<file path="src/sv/hbs_pkg.sv">
// ----------------------------------------------------------------------------
// hbs_pkg
// Shared types, register indexes and small helpers of the height blur and
// steepness stream core.
// ----------------------------------------------------------------------------
package hbs_pkg;

    localparam int DIM_W   = 11;
    localparam int SCALE_W = 16;
    localparam int OUT_W   = 16;

    typedef logic [DIM_W-1:0]   dim_t;
    typedef logic [1:0]         mod3_t;
    typedef logic [1:0]         cfg_idx_t;
    typedef logic [SCALE_W-1:0] scale_t;

    localparam cfg_idx_t CFG_FRAME_WIDTH  = 2'd0;
    localparam cfg_idx_t CFG_FRAME_HEIGHT = 2'd1;
    localparam cfg_idx_t CFG_STEEP_SCALE  = 2'd2;

    localparam dim_t   RST_FRAME_DIM   = 11'd1024;
    localparam scale_t RST_STEEP_SCALE = 16'd256;

    function automatic mod3_t mod3_inc(input mod3_t v);
        mod3_inc = (v == 2'd2) ? 2'd0 : v + 2'd1;
    endfunction

    function automatic mod3_t mod3_dec(input mod3_t v);
        mod3_dec = (v == 2'd0) ? 2'd2 : v - 2'd1;
    endfunction

endpackage

</file>
<file path="src/sv/hbs_pos.sv">
// ----------------------------------------------------------------------------
// hbs_pos
// Raster position tracker for one processing stage: column, row, line
// buffer address of the pixel and of its vertical neighbors, and the linear
// index modulo three.
// ----------------------------------------------------------------------------
module hbs_pos #(
    parameter int MAX_WIDTH = 1024
) (
    input  logic                           clk,
    input  logic                           rst_n,
    input  logic                           clear,
    input  logic                           step,
    input  hbs_pkg::dim_t                  w,
    output hbs_pkg::dim_t                  x,
    output hbs_pkg::dim_t                  y,
    output logic [$clog2(3*MAX_WIDTH)-1:0] addr,
    output logic [$clog2(3*MAX_WIDTH)-1:0] addr_up,
    output logic [$clog2(3*MAX_WIDTH)-1:0] addr_dn,
    output hbs_pkg::mod3_t                 m3
);
    import hbs_pkg::*;

    localparam int AW = $clog2(3*MAX_WIDTH);

    dim_t          x_reg, x_next;
    dim_t          y_reg, y_next;
    mod3_t         row3_reg, row3_next;
    mod3_t         m3_reg, m3_next;
    logic [AW-1:0] addr_reg, addr_next;

    always_comb
    begin
        x_next    = x_reg;
        y_next    = y_reg;
        row3_next = row3_reg;
        m3_next   = m3_reg;
        addr_next = addr_reg;
        if (clear)
        begin
            x_next    = '0;
            y_next    = '0;
            row3_next = '0;
            m3_next   = '0;
            addr_next = '0;
        end
        else if (step)
        begin
            m3_next = mod3_inc(m3_reg);
            if (x_reg + 1'b1 == w)
            begin
                x_next    = '0;
                y_next    = y_reg + 1'b1;
                row3_next = mod3_inc(row3_reg);
                case (row3_next)
                    2'd1:    addr_next = AW'(MAX_WIDTH);
                    2'd2:    addr_next = AW'(2*MAX_WIDTH);
                    default: addr_next = '0;
                endcase
            end
            else
            begin
                x_next    = x_reg + 1'b1;
                addr_next = addr_reg + 1'b1;
            end
        end
    end

    always_ff @(posedge clk or negedge rst_n)
    begin
        if (!rst_n)
        begin
            x_reg    <= '0;
            y_reg    <= '0;
            row3_reg <= '0;
            m3_reg   <= '0;
            addr_reg <= '0;
        end
        else
        begin
            x_reg    <= x_next;
            y_reg    <= y_next;
            row3_reg <= row3_next;
            m3_reg   <= m3_next;
            addr_reg <= addr_next;
        end
    end

    assign x       = x_reg;
    assign y       = y_reg;
    assign m3      = m3_reg;
    assign addr    = addr_reg;
    assign addr_up = (row3_reg == 2'd0) ? addr_reg + AW'(2*MAX_WIDTH)
                                        : addr_reg - AW'(MAX_WIDTH);
    assign addr_dn = (row3_reg == 2'd2) ? addr_reg - AW'(2*MAX_WIDTH)
                                        : addr_reg + AW'(MAX_WIDTH);

endmodule

</file>
<file path="config.mk">
export PLATFORM = sky130hd
export DESIGN_NAME = hbs_pos
export DESIGN_NICKNAME = d
export VERILOG_FILES = /design/src/sv/hbs_pkg.sv /design/src/sv/hbs_pos.sv
export SDC_FILE = /design/constraint.sdc
export NUM_CORES = 1
export LEC_CHECK = 0
export BUFFER_PORTS_ARGS = -buffer_cell sky130_fd_sc_hd__buf_4
export CAP_MARGIN = 30
export CORE_ASPECT_RATIO = 0.75
export CORE_MARGIN = 8
export CORE_UTILIZATION = 56
export CTS_CLUSTER_SIZE = 8
export DETAILED_ROUTE_END_ITERATION = 8
export PLACE_DENSITY = 0.88
export SLEW_MARGIN = 5
export SYNTH_ARGS = -nofsm -noshare
export SYNTH_HDL_FRONTEND = slang
export SYNTH_SLANG_ARGS = --single-unit
</file>
<file path="constraint.sdc">
create_clock -name clk -period 7.4 [get_ports clk]
set_input_delay 1.48 -clock clk [delete_from_list [all_inputs] [get_ports clk]]
set_output_delay 1.48 -clock clk [all_outputs]
set_load 0.02 [all_outputs]
</file>
==> flow_summary.html, run 1 <==
<table>
<tr><th>Metric</th><th>Value</th></tr>
<tr><th colspan="2">Clock tree</th></tr>
<tr><td>Number of clock buffers inserted by TritonCTS</td><td>5</td></tr>
<tr><td>Clock tree buffer depth</td><td>2</td></tr>
<tr><td>Post-CTS setup buffer count</td><td>0</td></tr>
<tr><td>Number of H-tree levels</td><td>2</td></tr>
<tr><td>CTS tree</td><td>yes</td></tr>
<tr><td>Hold-fix buffer count after cts</td><td>0</td></tr>
<tr><td>Clock root buffer master</td><td>sky130_fd_sc_hd__clkbuf_8</td></tr>
<tr><td>Post-cts repair resize count</td><td>0</td></tr>
<tr><td>Clk Latency, worst-skew pair</td><td>0.29 ns</td></tr>
<tr><td>Number of sinks handled by clock tree synthesis</td><td>38</td></tr>
<tr><td>Clock-pin slew reported for the worst setup and hold paths after clock tree synthesis</td><td>0.07 ns</td></tr>
<tr><th colspan="2">Power and ir drop</th></tr>
<tr><td>Maximum vdd drop</td><td>92.2 uV</td></tr>
<tr><td>Overall power of the completed layout</td><td>0.000398 W</td></tr>
<tr><td>Pwr/cell area</td><td>129 nW/um^2</td></tr>
<tr><td>Leakage</td><td>1.32 nW</td></tr>
<tr><th colspan="2">Route</th></tr>
<tr><td>Average vias per placed instance</td><td>6.02</td></tr>
<tr><td>First DRT Iteration DRCs</td><td>203</td></tr>
<tr><td>Remaining antenna violation count</td><td>0</td></tr>
<tr><td>Vias after detailed routing</td><td>2360</td></tr>
<tr><td>Count of TritonRoute iterations in the first routing pass</td><td>4</td></tr>
<tr><td>Aggregate routed wire length</td><td>6.69 mm</td></tr>
<tr><td>Number of DRC violations after detailed routing</td><td>0</td></tr>
<tr><td>WL per Instance</td><td>17.1 um</td></tr>
<tr><th colspan="2">Outcome</th></tr>
<tr><td>Run status</td><td>completed</td></tr>
<tr><th colspan="2">Timing</th></tr>
<tr><td>Pin slew with the least headroom to its limit</td><td>1.00 ns</td></tr>
<tr><td>Fin. Hold Viols</td><td>0</td></tr>
<tr><td>Crit share post-route</td><td>0.526</td></tr>
<tr><td>Setup violations, final</td><td>0</td></tr>
<tr><td>Final sum of negative setup slack</td><td>0 ns</td></tr>
<tr><td>Pins Over Slew Limit</td><td>0</td></tr>
<tr><td>Hold slack final</td><td>0.565 ns</td></tr>
<tr><td>Achievable frequency</td><td>257 MHz</td></tr>
<tr><td>Clock Skew</td><td>0.00888 ns</td></tr>
<tr><td>Unrepaired setup endpoints after global routing</td><td>no</td></tr>
<tr><td>Worst setup slack after layout</td><td>3.50 ns</td></tr>
<tr><td>Minimum clock period</td><td>3.90 ns</td></tr>
<tr><td>Worst relative slew slack</td><td>0.328</td></tr>
<tr><th colspan="2">Floorplan</th></tr>
<tr><td>Die width</td><td>94.8 um</td></tr>
<tr><td>Placeable core region</td><td>4470 sq um</td></tr>
<tr><td>Vertical extent of the die</td><td>75.1 um</td></tr>
<tr><td>Row Count</td><td>21</td></tr>
<tr><td>Overall die area</td><td>7120 sq um</td></tr>
<tr><td>I/O pin count</td><td>75</td></tr>
<tr><td>Starting density of the core</td><td>0.584</td></tr>
<tr><th colspan="2">Synth</th></tr>
<tr><td>Most used flip-flop cell after synthesis</td><td>sky130_fd_sc_hd__dfrtp_1</td></tr>
<tr><td>Unique cell type count in the Yosys netlist</td><td>49</td></tr>
<tr><td>Post-synthesis instance area</td><td>2610 sq um</td></tr>
<tr><td>Area share of the largest cell type after synthesis</td><td>0.365</td></tr>
<tr><td>Top post-synthesis cells by area</td><td>sky130_fd_sc_hd__dfrtp_1 36%, sky130_fd_sc_hd__xnor2_1 6.0%, sky130_fd_sc_hd__buf_4 5.8%, sky130_fd_sc_hd__nand2_1 3.9%, sky130_fd_sc_hd__xor2_1 3.4%</td></tr>
<tr><td>Count of flip-flops with a built-in enable after synthesis</td><td>0</td></tr>
<tr><td>Number of standard cells after synthesis</td><td>289</td></tr>
<tr><td>Fraction of registers with async set/reset</td><td>1.00</td></tr>
<tr><td>Register area share after synthesis</td><td>0.365</td></tr>
<tr><td>Post-Syn Nets</td><td>307</td></tr>
<tr><td>Synth Register Bits</td><td>38</td></tr>
<tr><td>Number of synthesis warnings</td><td>0</td></tr>
<tr><td>Mean Syn Cell Area</td><td>9.03 sq um</td></tr>
<tr><td>Yosys top cell by area</td><td>sky130_fd_sc_hd__dfrtp_1</td></tr>
<tr><th colspan="2">Global route</th></tr>
<tr><td>Number of global-route vias before repair</td><td>2208</td></tr>
<tr><td>Pin count of the biggest net entering global routing</td><td>39</td></tr>
<tr><td>Sum of overflow across all layers after global routing</td><td>0</td></tr>
<tr><td>Overall Global Routing Usage</td><td>0.189</td></tr>
<tr><td>Initial antenna violation count</td><td>0</td></tr>
<tr><td>Wire length of the first global-routing pass</td><td>10.8 mm</td></tr>
<tr><th colspan="2">Min path</th></tr>
<tr><td>Cell depth of the worst min-delay path</td><td>2</td></tr>
<tr><td>Worst-case hold path end point</td><td>y[8]</td></tr>
<tr><td>Worst hold path type</td><td>flip-flop to flip-flop</td></tr>
<tr><td>Startpoint of the most critical hold path</td><td>y[8]</td></tr>
<tr><th colspan="2">Cells and area</th></tr>
<tr><td>Commonest non-fill, non-tap cell in the layout</td><td>sky130_fd_sc_hd__buf_4</td></tr>
<tr><td>Top library cells by usage in the layout, fill and taps aside</td><td>74 x sky130_fd_sc_hd__buf_4, 38 x sky130_fd_sc_hd__dfrtp_1, 27 x sky130_fd_sc_hd__nand2_1</td></tr>
<tr><td>Flip-flop count of the largest register, all copies and words added</td><td>12</td></tr>
<tr><td>Fillers</td><td>374</td></tr>
<tr><td>Number of diodes added for antenna fixing</td><td>0</td></tr>
<tr><td>Synth-to-Final Area Change</td><td>18.2%</td></tr>
<tr><td>Total number of nets in the final design</td><td>353</td></tr>
<tr><td>Post-Layout Cell Count</td><td>392</td></tr>
<tr><td>Fraction of layout instances using a drive strength above 1</td><td>0.263</td></tr>
<tr><th colspan="2">Placed design</th></tr>
<tr><td>DP Wirelength</td><td>4.92 mm</td></tr>
<tr><td>Final RePlAce weighted congestion</td><td>0.833</td></tr>
<tr><td>Number of placed instances, taps included</td><td>385</td></tr>
<tr><td>Number of buffers added on ports</td><td>74</td></tr>
<tr><td>Minimum setup slack after placement</td><td>3.22 ns</td></tr>
<tr><th colspan="2">Critical path</th></tr>
<tr><td>Critical Path AT</td><td>4.11 ns</td></tr>
<tr><td>Worst EP required</td><td>7.61 ns</td></tr>
<tr><td>Crit path capture type</td><td>flip-flop</td></tr>
<tr><td>FF-to-FF Start</td><td>x[0]</td></tr>
<tr><td>Kind of start point of the critical path</td><td>input pin</td></tr>
<tr><td>Register-to-register setup slack</td><td>4.01 ns</td></tr>
<tr><td>Largest fanout on the critical path</td><td>11</td></tr>
<tr><td>Critical setup path kind</td><td>input pin to flip-flop</td></tr>
<tr><td>Terminus of the critical flop-to-flop path</td><td>addr[11]</td></tr>
<tr><td>Number of cell instances on the worst register-to-register path</td><td>8</td></tr>
<tr><th colspan="2">Flow run</th></tr>
<tr><td>Number of maximum-capacitance violations</td><td>0</td></tr>
</table>
-- how the worst max path moves through the flow --
stage | end | slack [ns] | startpoint | cells after the start
floorplan | y[5] | 3.78 | w[4] | 8
global placement | addr[11] | 3.26 | w[4] | 8
detailed placement | addr[8] | 3.22 | w[4] | 8
CTS | addr[11] | 3.52 | w[4] | 8
global route | addr[11] | 3.26 | w[4] | 8
finish | addr[11] | 3.50 | w[4] | 8
-- where the power goes --
group | switching [W] | internal [W] | leakage, nW
combinational | 0.0000288 | 0.0000189 | 0.760
clock | 0.0000717 | 0.0000649 | 0.0383
sequential | 0.00000394 | 0.000210 | 0.527
-- area by class of cell --
type                            instances  area, sq um  share of cell area
Clock buffer                            7         76.3              0.0248
Inverter                                4         15.0             0.00487
Multi-Input combinational cell        212         1410               0.459
Sequential cell                        38          951               0.308
Tap cell                               57         71.3              0.0231
Timing Repair Buffer                   74          556               0.180
-- cell families (layout without fill, tap and decap cells) --
kind of cell,Yosys count,after routing,synth area share
xor+xnor,29,29,0.100
mux,2,2,0.00767
flops,38,38,0.365
buf+inv,39,85,0.0935
fa+ha+maj,3,3,0.0144
simple gates,120,120,0.254
compound gates,58,58,0.166
-- synthesized netlist by cell type, types with 9 or more instances --
| master | n |
|---|---|
| sky130_fd_sc_hd__xnor2_1 | 18 |
| sky130_fd_sc_hd__clkbuf_1 | 12 |
| sky130_fd_sc_hd__and3_1 | 9 |
| sky130_fd_sc_hd__a31oi_1 | 11 |
| sky130_fd_sc_hd__nand3_1 | 16 |
| sky130_fd_sc_hd__dfrtp_1 | 38 |
| sky130_fd_sc_hd__nand2_1 | 27 |
| sky130_fd_sc_hd__xor2_1 | 10 |
| sky130_fd_sc_hd__buf_4 | 20 |
| sky130_fd_sc_hd__nor2_1 | 20 |
| sky130_fd_sc_hd__a21oi_1 | 15 |
| sky130_fd_sc_hd__o21ai_0 | 9 |
-- metal layers --
metal / GRT usage / wire [um] / vias up
met1: 0.244 / 2880 / 1138
met2: 0.295 / 3180 / 92
met4: 0.0810 / 108 / 0
met5: 0 / 0 / -
li1: - / - / 1121
met3: 0.0488 / 525 / 9
-- critical path: stages --
cell	delay, ns
sky130_fd_sc_hd__buf_4	0.13
sky130_fd_sc_hd__xnor2_2	0.15
sky130_fd_sc_hd__a311oi_2	0.28
sky130_fd_sc_hd__nand4_1	0.10
sky130_fd_sc_hd__or4_1	0.70
sky130_fd_sc_hd__a211oi_1	0.89
sky130_fd_sc_hd__a22oi_1	0.14
sky130_fd_sc_hd__a31oi_1	0.24
-- through the flow --
stage | utilization | cell area, sq um
6_report | 0.690 | 3080
5_1_grt | 0.690 | 3080
4_1_cts | 0.690 | 3080
3_5_place_dp | 0.673 | 3010
3_3_place_gp | 0.673 | 3010
2_1_floorplan | - | 2610
Power figures use the tool's default switching activity.
==> run 2: changes to the inputs <==
--- a/config.mk
+++ b/config.mk
@@ -5,14 +5,15 @@
 export SDC_FILE = /design/constraint.sdc
 export NUM_CORES = 1
 export LEC_CHECK = 0
+export ABC_AREA = 1
 export BUFFER_PORTS_ARGS = -buffer_cell sky130_fd_sc_hd__buf_4
 export CAP_MARGIN = 30
 export CORE_ASPECT_RATIO = 0.75
 export CORE_MARGIN = 8
-export CORE_UTILIZATION = 56
+export CORE_UTILIZATION = 48
 export CTS_CLUSTER_SIZE = 8
 export DETAILED_ROUTE_END_ITERATION = 8
-export PLACE_DENSITY = 0.88
+export PLACE_DENSITY = 0.8
 export SLEW_MARGIN = 5
 export SYNTH_ARGS = -nofsm -noshare
 export SYNTH_HDL_FRONTEND = slang
==> constraint.sdc (replaced) <==
create_clock -name clk -period 3.4 [get_ports clk]
set_input_delay 0.68 -clock clk [delete_from_list [all_inputs] [get_ports clk]]
set_output_delay 0.68 -clock clk [all_outputs]
set_load 0.02 [all_outputs]
==> run 2 against run 1 <==
Critical endpoint is now x[2]. Synthesized cell count increased by 42%. Count of clock-buffer cells in the layout is 1 lower. Cell area up 10%. Flip-flop and latch count unchanged. Wire length is 9.1% higher. Sequential power rose by 140%. Non-clock buffer count up 1. First-iteration DRC count grew 21%. Critical path type is now flip-flop to flip-flop.
==> flow_summary.html, run 2 <==
<table>
<tr><th>Metric</th><th>Value</th></tr>
<tr><th colspan="2">Synth</th></tr>
<tr><td>Top post-synthesis cells by area</td><td>sky130_fd_sc_hd__dfrtp_1 34%, sky130_fd_sc_hd__nand2_1 15%, sky130_fd_sc_hd__nand3_1 9.9%, sky130_fd_sc_hd__inv_1 7.3%, sky130_fd_sc_hd__buf_4 5.3% (was sky130_fd_sc_hd__dfrtp_1 36%, sky130_fd_sc_hd__xnor2_1 6.0%, sky130_fd_sc_hd__buf_4 5.8%, sky130_fd_sc_hd__nand2_1 3.9%, sky130_fd_sc_hd__xor2_1 3.4%)</td></tr>
<tr><td>Number of standard cells after synthesis</td><td>410 (was 289)</td></tr>
<tr><td>Commonest cells in the synthesized netlist</td><td>116 x sky130_fd_sc_hd__nand2_1, 56 x sky130_fd_sc_hd__nand3_1, 55 x sky130_fd_sc_hd__inv_1 (was 38 x sky130_fd_sc_hd__dfrtp_1, 27 x sky130_fd_sc_hd__nand2_1, 20 x sky130_fd_sc_hd__buf_4, 20 x sky130_fd_sc_hd__nor2_1, 18 x sky130_fd_sc_hd__xnor2_1)</td></tr>
<tr><td>Post-synthesis instance area</td><td>2830 sq um (was 2610 sq um)</td></tr>
<tr><td>Mean Syn Cell Area</td><td>6.91 sq um (was 9.03 sq um)</td></tr>
<tr><td>Yosys top cell by area</td><td>sky130_fd_sc_hd__dfrtp_1 (unchanged)</td></tr>
<tr><td>Number of synthesis warnings</td><td>0 (unchanged)</td></tr>
<tr><td>Register area share after synthesis</td><td>0.336 (was 0.365)</td></tr>
<tr><td>Synth Register Bits</td><td>38 (unchanged)</td></tr>
<tr><td>Area share of the largest cell type after synthesis</td><td>0.336 (was 0.365)</td></tr>
<tr><td>Top-count cell post-synth</td><td>sky130_fd_sc_hd__nand2_1 (was sky130_fd_sc_hd__dfrtp_1)</td></tr>
<tr><td>Count of flip-flops with a built-in enable after synthesis</td><td>0 (unchanged)</td></tr>
<tr><td>Post-Syn Nets</td><td>428 (was 307)</td></tr>
<tr><td>Most used flip-flop cell after synthesis</td><td>sky130_fd_sc_hd__dfrtp_1 (unchanged)</td></tr>
<tr><td>Unique cell type count in the Yosys netlist</td><td>27 (was 49)</td></tr>
<tr><td>Fraction of registers with async set/reset</td><td>1.00 (unchanged)</td></tr>
<tr><th colspan="2">Route</th></tr>
<tr><td>Highest signal layer in the routed design</td><td>met4 (unchanged)</td></tr>
<tr><td>Number of DRC violations after detailed routing</td><td>0 (unchanged)</td></tr>
<tr><td>Count of TritonRoute iterations in the first routing pass</td><td>4 (unchanged)</td></tr>
<tr><td>First DRT Iteration DRCs</td><td>245 (was 203)</td></tr>
<tr><td>Routed metal-1 wirelength</td><td>3.28 mm (was 2.88 mm)</td></tr>
<tr><td>WL per Instance</td><td>13.4 um (was 17.1 um)</td></tr>
<tr><td>Metal2 WL</td><td>3.22 mm (was 3.18 mm)</td></tr>
<tr><td>Sum of met3 wire segment lengths after detailed routing</td><td>709 um (was 525 um)</td></tr>
<tr><td>Average vias per placed instance</td><td>5.09 (was 6.02)</td></tr>
<tr><td>Vias after detailed routing</td><td>2769 (was 2360)</td></tr>
<tr><td>Aggregate routed wire length</td><td>7.30 mm (was 6.69 mm)</td></tr>
<tr><td>Remaining antenna violation count</td><td>0 (unchanged)</td></tr>
<tr><th colspan="2">Critical path</th></tr>
<tr><td>Critical Path AT</td><td>2.44 ns (was 4.11 ns)</td></tr>
<tr><td>Register-to-register setup slack</td><td>1.12 ns (was 4.01 ns)</td></tr>
<tr><td>Kind of start point of the critical path</td><td>flip-flop (was input pin)</td></tr>
<tr><td>Critical setup path kind</td><td>flip-flop to flip-flop (was input pin to flip-flop)</td></tr>
<tr><td>Worst EP required</td><td>3.56 ns (was 7.61 ns)</td></tr>
<tr><td>Crit path capture type</td><td>flip-flop (unchanged)</td></tr>
<tr><td>Largest fanout on the critical path</td><td>14 (was 11)</td></tr>
<tr><th colspan="2">Global route</th></tr>
<tr><td>Number of global-route vias before repair</td><td>2648 (was 2208)</td></tr>
<tr><td>Overall Global Routing Usage</td><td>0.173 (was 0.189)</td></tr>
<tr><td>Wire length of the first global-routing pass</td><td>12.4 mm (was 10.8 mm)</td></tr>
<tr><td>Pin count of the biggest net entering global routing</td><td>39 (unchanged)</td></tr>
<tr><td>Initial antenna violation count</td><td>0 (unchanged)</td></tr>
<tr><td>Sum of overflow across all layers after global routing</td><td>0 (unchanged)</td></tr>
<tr><th colspan="2">Placed design</th></tr>
<tr><td>Placed inst area</td><td>3300 sq um (was 3010 sq um)</td></tr>
<tr><td>DP Wirelength</td><td>5.70 mm (was 4.92 mm)</td></tr>
<tr><td>Number of buffers added on ports</td><td>74 (unchanged)</td></tr>
<tr><td>Final RePlAce weighted congestion</td><td>0.859 (was 0.833)</td></tr>
<tr><th colspan="2">Floorplan</th></tr>
<tr><td>I/O pin count</td><td>75 (unchanged)</td></tr>
<tr><td>Starting density of the core</td><td>0.492 (was 0.584)</td></tr>
<tr><td>Row Count</td><td>24 (was 21)</td></tr>
<tr><td>Die width</td><td>105 um (was 94.8 um)</td></tr>
<tr><td>Placeable core region</td><td>5770 sq um (was 4470 sq um)</td></tr>
<tr><td>Vertical extent of the die</td><td>82.5 um (was 75.1 um)</td></tr>
<tr><td>Overall die area</td><td>8640 sq um (was 7120 sq um)</td></tr>
<tr><th colspan="2">Power and ir drop</th></tr>
<tr><td>Maximum vdd drop</td><td>135 uV (was 92.2 uV)</td></tr>
<tr><td>Pwr/cell area</td><td>353 nW/um^2 (was 129 nW/um^2)</td></tr>
<tr><td>Overall power of the completed layout</td><td>0.00120 W (was 0.000398 W)</td></tr>
<tr><td>Leakage</td><td>1.80 nW (was 1.32 nW)</td></tr>
<tr><th colspan="2">Cells and area</th></tr>
<tr><td>Commonest non-fill, non-tap cell in the layout</td><td>sky130_fd_sc_hd__nand2_1 (was sky130_fd_sc_hd__buf_4)</td></tr>
<tr><td>Total number of nets in the final design</td><td>483 (was 353)</td></tr>
<tr><td>Number of diodes added for antenna fixing</td><td>0 (unchanged)</td></tr>
<tr><td>Final Cell Area</td><td>3400 sq um (was 3080 sq um)</td></tr>
<tr><td>Fillers</td><td>549 (was 374)</td></tr>
<tr><td>Flip-flop count of the largest register, all copies and words added</td><td>12 (unchanged)</td></tr>
<tr><td>Top library cells by usage in the layout, fill and taps aside</td><td>116 x sky130_fd_sc_hd__nand2_1, 75 x sky130_fd_sc_hd__buf_4, 56 x sky130_fd_sc_hd__nand3_1 (was 74 x sky130_fd_sc_hd__buf_4, 38 x sky130_fd_sc_hd__dfrtp_1, 27 x sky130_fd_sc_hd__nand2_1)</td></tr>
<tr><td>Synth-to-Final Area Change</td><td>19.8% (was 18.2%)</td></tr>
<tr><td>Fraction of layout instances using a drive strength above 1</td><td>0.236 (was 0.263)</td></tr>
<tr><th colspan="2">Clock tree</th></tr>
<tr><td>Number of sinks handled by clock tree synthesis</td><td>38 (unchanged)</td></tr>
<tr><td>Clock-pin slew reported for the worst setup and hold paths after clock tree synthesis</td><td>0.08 ns (was 0.07 ns)</td></tr>
<tr><td>Post-CTS setup buffer count</td><td>0 (unchanged)</td></tr>
<tr><td>Number of H-tree levels</td><td>2 (unchanged)</td></tr>
<tr><td>Hold-fix buffer count after cts</td><td>0 (unchanged)</td></tr>
<tr><td>Post-cts repair resize count</td><td>0 (unchanged)</td></tr>
<tr><td>CTS tree</td><td>yes (unchanged)</td></tr>
<tr><td>Clock root buffer master</td><td>sky130_fd_sc_hd__clkbuf_8 (unchanged)</td></tr>
<tr><td>Clk Latency, worst-skew pair</td><td>0.30 ns (was 0.29 ns)</td></tr>
<tr><td>Clock tree buffer depth</td><td>2 (unchanged)</td></tr>
<tr><td>Number of clock buffers inserted by TritonCTS</td><td>5 (unchanged)</td></tr>
<tr><th colspan="2">Timing</th></tr>
<tr><td>Clock Skew</td><td>0.00974 ns (was 0.00888 ns)</td></tr>
<tr><td>Minimum clock period</td><td>2.28 ns</td></tr>
<tr><td>Unrepaired setup endpoints after global routing</td><td>no (unchanged)</td></tr>
<tr><td>Fin. Hold Viols</td><td>0 (unchanged)</td></tr>
<tr><td>Pin slew with the least headroom to its limit</td><td>0.677 ns (was 1.00 ns)</td></tr>
<tr><td>Crit share post-route</td><td>0.670</td></tr>
<tr><td>Worst relative slew slack</td><td>0.547 (was 0.328)</td></tr>
<tr><td>Achievable frequency</td><td>439 MHz</td></tr>
<tr><td>Pins Over Slew Limit</td><td>0 (unchanged)</td></tr>
<tr><td>Setup violations, final</td><td>0 (unchanged)</td></tr>
<tr><td>Final sum of negative setup slack</td><td>0 ns (unchanged)</td></tr>
<tr><th colspan="2">Min path</th></tr>
<tr><td>Worst hold path type</td><td>input pin to async pin (was flip-flop to flip-flop)</td></tr>
<tr><th colspan="2">Flow run</th></tr>
<tr><td>Number of maximum-capacitance violations</td><td>0 (unchanged)</td></tr>
<tr><th colspan="2">Outcome</th></tr>
<tr><td>Run status</td><td>completed (unchanged)</td></tr>
</table>
==> run 2: changes by cell type after synthesis, moves of 15 or more <==
cell / change
sky130_fd_sc_hd__nand3_1: +40
sky130_fd_sc_hd__xnor2_1: -15
sky130_fd_sc_hd__nor2_1: +18
sky130_fd_sc_hd__nand2_1: +89
sky130_fd_sc_hd__inv_1: +51
sky130_fd_sc_hd__a21oi_1: -15
==> run 2: path summary, 6_finish.rpt <==
check,from,to,depth (start not counted)
setup / recovery,x[1],x[2],12
hold / removal,rst_n,x[7],1
setup reg to reg,x[1],x[2],12
hold reg to reg,y[10],y[10],2
max in group asynchronous,rst_n,x[5],1
min in group clk,y[10],y[10],2
==> run 2: logic make-up after synthesis <==
family | count (synthesis) | synth area share
compound gates | 18 | 0.0459
fa+ha+maj | 3 | 0.0132
flops | 38 | 0.336
buf+inv | 82 | 0.141
xor+xnor | 19 | 0.0587
simple gates | 250 | 0.405
==> run 2: report_power, final <==
group | internal, W | switching [W]
logic | 0.000131 | 0.000213
clock network | 0.000163 | 0.000169
registers | 0.000478 | 0.0000436
total | 0.000772 | 0.000425
==> run 2: worst max-delay path: stages, from the launching register on <==
cell,delay [ns]
sky130_fd_sc_hd__dfrtp_1,0.42
sky130_fd_sc_hd__ha_1,0.23
sky130_fd_sc_hd__nand3_1,0.12
sky130_fd_sc_hd__nor2_1,0.20
sky130_fd_sc_hd__nand2_1,0.09
sky130_fd_sc_hd__nand2_1,0.12
sky130_fd_sc_hd__nand2_1,0.10
sky130_fd_sc_hd__nand2_1,0.07
sky130_fd_sc_hd__nand3_1,0.09
sky130_fd_sc_hd__nor2_2,0.12
sky130_fd_sc_hd__nand2_1,0.10
sky130_fd_sc_hd__nand2_2,0.33
sky130_fd_sc_hd__o21ai_0,0.16
==> run 2: metal layers <==
layer,GRT usage,vias up
met1,0.222,1265
met3,0.0504,8
met4,0.0596,0
li1,-,1389
met5,0,-
met2,0.276,107
==> run 2: cell type report <==
| cell class | count | area, sq um | share of cell area |
|---|---|---|---|
| repair buffers | 75 | 563 | 0.166 |
| clock buffers | 6 | 82.6 | 0.0243 |
| clock inverters | 2 | 12.5 | 0.00368 |
| flip-flops and latches | 38 | 951 | 0.280 |
| inverters | 55 | 206 | 0.0608 |
| well taps | 78 | 97.6 | 0.0287 |
| multi-input cells | 290 | 1480 | 0.437 |
==> run 2: per-stage QoR <==
stage	setup slack [ns]	utilization	hold WS [ns]	std cells
floorplan	1.44	-	0.384	410
global placement	1.19	0.572	0.524	536
detailed placement	1.14	0.572	0.536	536
CTS	1.15	0.589	0.355	544
global route	0.931	0.589	0.382	544
finish	1.12	0.589	0.343	544
==> run 3: changes to the inputs <==
--- a/config.mk
+++ b/config.mk
@@ -10,10 +10,10 @@
 export CAP_MARGIN = 30
 export CORE_ASPECT_RATIO = 0.75
 export CORE_MARGIN = 8
-export CORE_UTILIZATION = 48
+export CORE_UTILIZATION = 53
 export CTS_CLUSTER_SIZE = 8
 export DETAILED_ROUTE_END_ITERATION = 8
-export PLACE_DENSITY = 0.8
+export PLACE_DENSITY = 0.83
 export SLEW_MARGIN = 5
 export SYNTH_ARGS = -nofsm -noshare
 export SYNTH_HDL_FRONTEND = slang
==> constraint.sdc (replaced) <==
create_clock -name clk -period 2.3 [get_ports clk]
set_input_delay 0.46 -clock clk [delete_from_list [all_inputs] [get_ports clk]]
set_output_delay 0.46 -clock clk [all_outputs]
set_load 0.02 [all_outputs]
==> run 3 against run 2 <==
First-iteration DRC count shrank 11%. Clock power rose by 77%. Critical endpoint is now x[7]. Critical path depth did not move.
==> flow_summary.html, run 3 (synthesized netlist as in run 2, its figures left out) <==
<table>
<tr><th>Metric</th><th>Value</th></tr>
<tr><th colspan="2">Outcome</th></tr>
<tr><td>Run status</td><td>completed (unchanged)</td></tr>
<tr><th colspan="2">Route</th></tr>
<tr><td>Average vias per placed instance</td><td>5.22 (was 5.09)</td></tr>
<tr><td>Number of DRC violations after detailed routing</td><td>0 (unchanged)</td></tr>
<tr><td>WL per Instance</td><td>13.6 um (was 13.4 um)</td></tr>
<tr><td>Count of TritonRoute iterations in the first routing pass</td><td>4 (unchanged)</td></tr>
<tr><td>Vias after detailed routing</td><td>2833 (was 2769)</td></tr>
<tr><td>First DRT Iteration DRCs</td><td>218 (was 245)</td></tr>
<tr><td>Aggregate routed wire length</td><td>7.38 mm (was 7.30 mm)</td></tr>
<tr><td>Remaining antenna violation count</td><td>0 (unchanged)</td></tr>
<tr><th colspan="2">Timing</th></tr>
<tr><td>Clock Skew</td><td>0.0122 ns (was 0.00974 ns)</td></tr>
<tr><td>Unrepaired setup endpoints after global routing</td><td>yes (was no)</td></tr>
<tr><td>Achievable frequency</td><td>464 MHz (was 439 MHz)</td></tr>
<tr><td>Worst relative slew slack</td><td>0.627 (was 0.547)</td></tr>
<tr><td>Fin. Hold Viols</td><td>0 (unchanged)</td></tr>
<tr><td>Setup violations, final</td><td>0 (unchanged)</td></tr>
<tr><td>Worst setup slack after layout</td><td>0.146 ns (was 1.12 ns)</td></tr>
<tr><td>Crit share post-route</td><td>0.936 (was 0.670)</td></tr>
<tr><td>Pins Over Slew Limit</td><td>0 (unchanged)</td></tr>
<tr><td>Minimum clock period</td><td>2.15 ns (was 2.28 ns)</td></tr>
<tr><td>Pin slew with the least headroom to its limit</td><td>0.559 ns (was 0.677 ns)</td></tr>
<tr><td>Final sum of negative setup slack</td><td>0 ns (unchanged)</td></tr>
<tr><th colspan="2">Critical path</th></tr>
<tr><td>FF-to-FF Start</td><td>x[1] (unchanged)</td></tr>
<tr><td>Number of cell instances on the worst register-to-register path</td><td>12 (unchanged)</td></tr>
<tr><td>Terminus of the critical flop-to-flop path</td><td>x[7] (was x[2])</td></tr>
<tr><td>Worst EP required</td><td>2.48 ns (was 3.56 ns)</td></tr>
<tr><td>Crit path from</td><td>x[1] (unchanged)</td></tr>
<tr><td>Kind of start point of the critical path</td><td>flip-flop (unchanged)</td></tr>
<tr><td>Critical Path AT</td><td>2.33 ns (was 2.44 ns)</td></tr>
<tr><td>Crit path capture type</td><td>flip-flop (unchanged)</td></tr>
<tr><td>Critical setup path kind</td><td>flip-flop to flip-flop (unchanged)</td></tr>
<tr><td>Largest fanout on the critical path</td><td>7 (was 14)</td></tr>
<tr><td>Register-to-register setup slack</td><td>0.15 ns (was 1.12 ns)</td></tr>
<tr><th colspan="2">Flow run</th></tr>
<tr><td>Number of maximum-capacitance violations</td><td>0 (unchanged)</td></tr>
<tr><th colspan="2">Cells and area</th></tr>
<tr><td>Total number of nets in the final design</td><td>486 (was 483)</td></tr>
<tr><td>Synth-to-Final Area Change</td><td>22.0% (was 19.8%)</td></tr>
<tr><td>Commonest non-fill, non-tap cell in the layout</td><td>sky130_fd_sc_hd__nand2_1 (unchanged)</td></tr>
<tr><td>Flip-flop count of the largest register, all copies and words added</td><td>12 (unchanged)</td></tr>
<tr><td>Top library cells by usage in the layout, fill and taps aside</td><td>115 x sky130_fd_sc_hd__nand2_1, 77 x sky130_fd_sc_hd__buf_4, 56 x sky130_fd_sc_hd__nand3_1 (was 116 x sky130_fd_sc_hd__nand2_1, 75 x sky130_fd_sc_hd__buf_4, 56 x sky130_fd_sc_hd__nand3_1)</td></tr>
<tr><td>Number of diodes added for antenna fixing</td><td>0 (unchanged)</td></tr>
<tr><td>Fraction of layout instances using a drive strength above 1</td><td>0.244 (was 0.236)</td></tr>
<tr><td>Post-route core utilization</td><td>0.660 (was 0.589)</td></tr>
<tr><td>Final Cell Area</td><td>3460 sq um (was 3400 sq um)</td></tr>
<tr><th colspan="2">Global route</th></tr>
<tr><td>Pin count of the biggest net entering global routing</td><td>39 (unchanged)</td></tr>
<tr><td>Wire length of the first global-routing pass</td><td>12.1 mm (was 12.4 mm)</td></tr>
<tr><td>Sum of overflow across all layers after global routing</td><td>0 (unchanged)</td></tr>
<tr><td>Overall Global Routing Usage</td><td>0.185 (was 0.173)</td></tr>
<tr><td>Initial antenna violation count</td><td>0 (unchanged)</td></tr>
<tr><td>Number of global-route vias before repair</td><td>2627 (was 2648)</td></tr>
<tr><th colspan="2">Clock tree</th></tr>
<tr><td>Clock tree buffer depth</td><td>2 (unchanged)</td></tr>
<tr><td>Number of sinks handled by clock tree synthesis</td><td>38 (unchanged)</td></tr>
<tr><td>Number of clock buffers inserted by TritonCTS</td><td>5 (unchanged)</td></tr>
<tr><td>Number of H-tree levels</td><td>2 (unchanged)</td></tr>
<tr><td>Post-CTS setup buffer count</td><td>0 (unchanged)</td></tr>
<tr><td>Clock-pin slew reported for the worst setup and hold paths after clock tree synthesis</td><td>0.08 ns (about the same)</td></tr>
<tr><td>Clock root buffer master</td><td>sky130_fd_sc_hd__clkbuf_8 (unchanged)</td></tr>
<tr><td>Clk Latency, worst-skew pair</td><td>0.29 ns (was 0.30 ns)</td></tr>
<tr><td>CTS tree</td><td>yes (unchanged)</td></tr>
<tr><th colspan="2">Floorplan</th></tr>
<tr><td>Starting density of the core</td><td>0.541 (was 0.492)</td></tr>
<tr><td>Vertical extent of the die</td><td>79.3 um (was 82.5 um)</td></tr>
<tr><td>Overall die area</td><td>7970 sq um (was 8640 sq um)</td></tr>
<tr><td>Row Count</td><td>23 (was 24)</td></tr>
<tr><td>Die width</td><td>100 um (was 105 um)</td></tr>
<tr><td>I/O pin count</td><td>75 (unchanged)</td></tr>
<tr><td>Placeable core region</td><td>5240 sq um (was 5770 sq um)</td></tr>
<tr><th colspan="2">Power and ir drop</th></tr>
<tr><td>Pwr/cell area</td><td>543 nW/um^2 (was 353 nW/um^2)</td></tr>
<tr><td>Leakage</td><td>1.82 nW (was 1.80 nW)</td></tr>
<tr><td>Overall power of the completed layout</td><td>0.00188 W (was 0.00120 W)</td></tr>
<tr><td>Maximum vdd drop</td><td>346 uV (was 135 uV)</td></tr>
<tr><th colspan="2">Placed design</th></tr>
<tr><td>Number of buffers added on ports</td><td>74 (unchanged)</td></tr>
<tr><td>DP Wirelength</td><td>5.57 mm (was 5.70 mm)</td></tr>
<tr><td>Placed inst area</td><td>3310 sq um (was 3300 sq um)</td></tr>
<tr><td>Minimum setup slack after placement</td><td>0.0147 ns (was 1.14 ns)</td></tr>
<tr><td>Final RePlAce weighted congestion</td><td>0.927 (was 0.859)</td></tr>
<tr><th colspan="2">Min path</th></tr>
<tr><td>Worst hold path type</td><td>input pin to async pin (unchanged)</td></tr>
</table>
run 3: cell types whose count changed in the layout (fill, tap and decap cells not counted), sizes merged:
cell,previous run,this run
bufinv,0,1
clkinvlp,1,0
clkinv,1,0
buf,75,77
nand2,119,120
run 3: worst max-delay path by stage:
stage / endpoint / cells after the start
floorplan: x[0] / 13
finish: x[7] / 12
global placement: addr[2] / 12
global route: x[1] / 12
detailed placement: addr[7] / 12
CTS: addr[3] / 12
run 3: what timing repair did:
item / 4_1_cts / 5_1_grt
setup endpoints to repair: 2 / 33
hold buffers: 0 / 0
gates resized for setup: 1 / 5
gates cloned: 0 / 1
run 3: area by class of cell:
type / instances / area [sq um]
Timing Repair Buffer: 77 / 578
Clock inverter: 1 / 30.0
Fill cell: 450 / 1780
Clock buffer: 6 / 82.6
Tap cell: 75 / 93.8
Inverter: 55 / 206
Sequential cell: 38 / 951
Multi-Input combinational cell: 291 / 1520
run 3: worst max-delay path, cell delays in order (launching register included):
cell and delay, ns:
sky130_fd_sc_hd__dfrtp_1 0.43, sky130_fd_sc_hd__ha_2 0.24, sky130_fd_sc_hd__nand2_2 0.08, sky130_fd_sc_hd__nor2_4 0.16, sky130_fd_sc_hd__nand3_1 0.12, sky130_fd_sc_hd__nand2_1 0.12
sky130_fd_sc_hd__nand2_1 0.06, sky130_fd_sc_hd__nand2_1 0.10, sky130_fd_sc_hd__nand2_1 0.09, sky130_fd_sc_hd__nor2_2 0.19, sky130_fd_sc_hd__nand2_1 0.19, sky130_fd_sc_hd__nand2_4 0.20
sky130_fd_sc_hd__o21ai_2 0.07
run 3: report_power, final:
group / internal, W / switching, W / total, W
clock network: 0.000347 / 0.000241 / 0.000588
registers: 0.000707 / 0.0000647 / 0.000772
logic: 0.000198 / 0.000319 / 0.000517
run 3: stage by stage:
| step | hold slack (ns) | cells |
|---|---|---|
| 2_1_floorplan | 0.164 | 410 |
| 3_3_place_gp | 0.460 | 535 |
| 3_5_place_dp | 0.461 | 535 |
| 4_1_cts | 0.146 | 542 |
| 5_1_grt | 0.169 | 543 |
| 6_report | 0.120 | 543 |
run 3: metal layers:
layer	track usage	part of all wire
met1	0.239	0.44
met2	0.292	0.44
met3	0.0541	0.10
met4	0.0556	0.011
met5	0	0
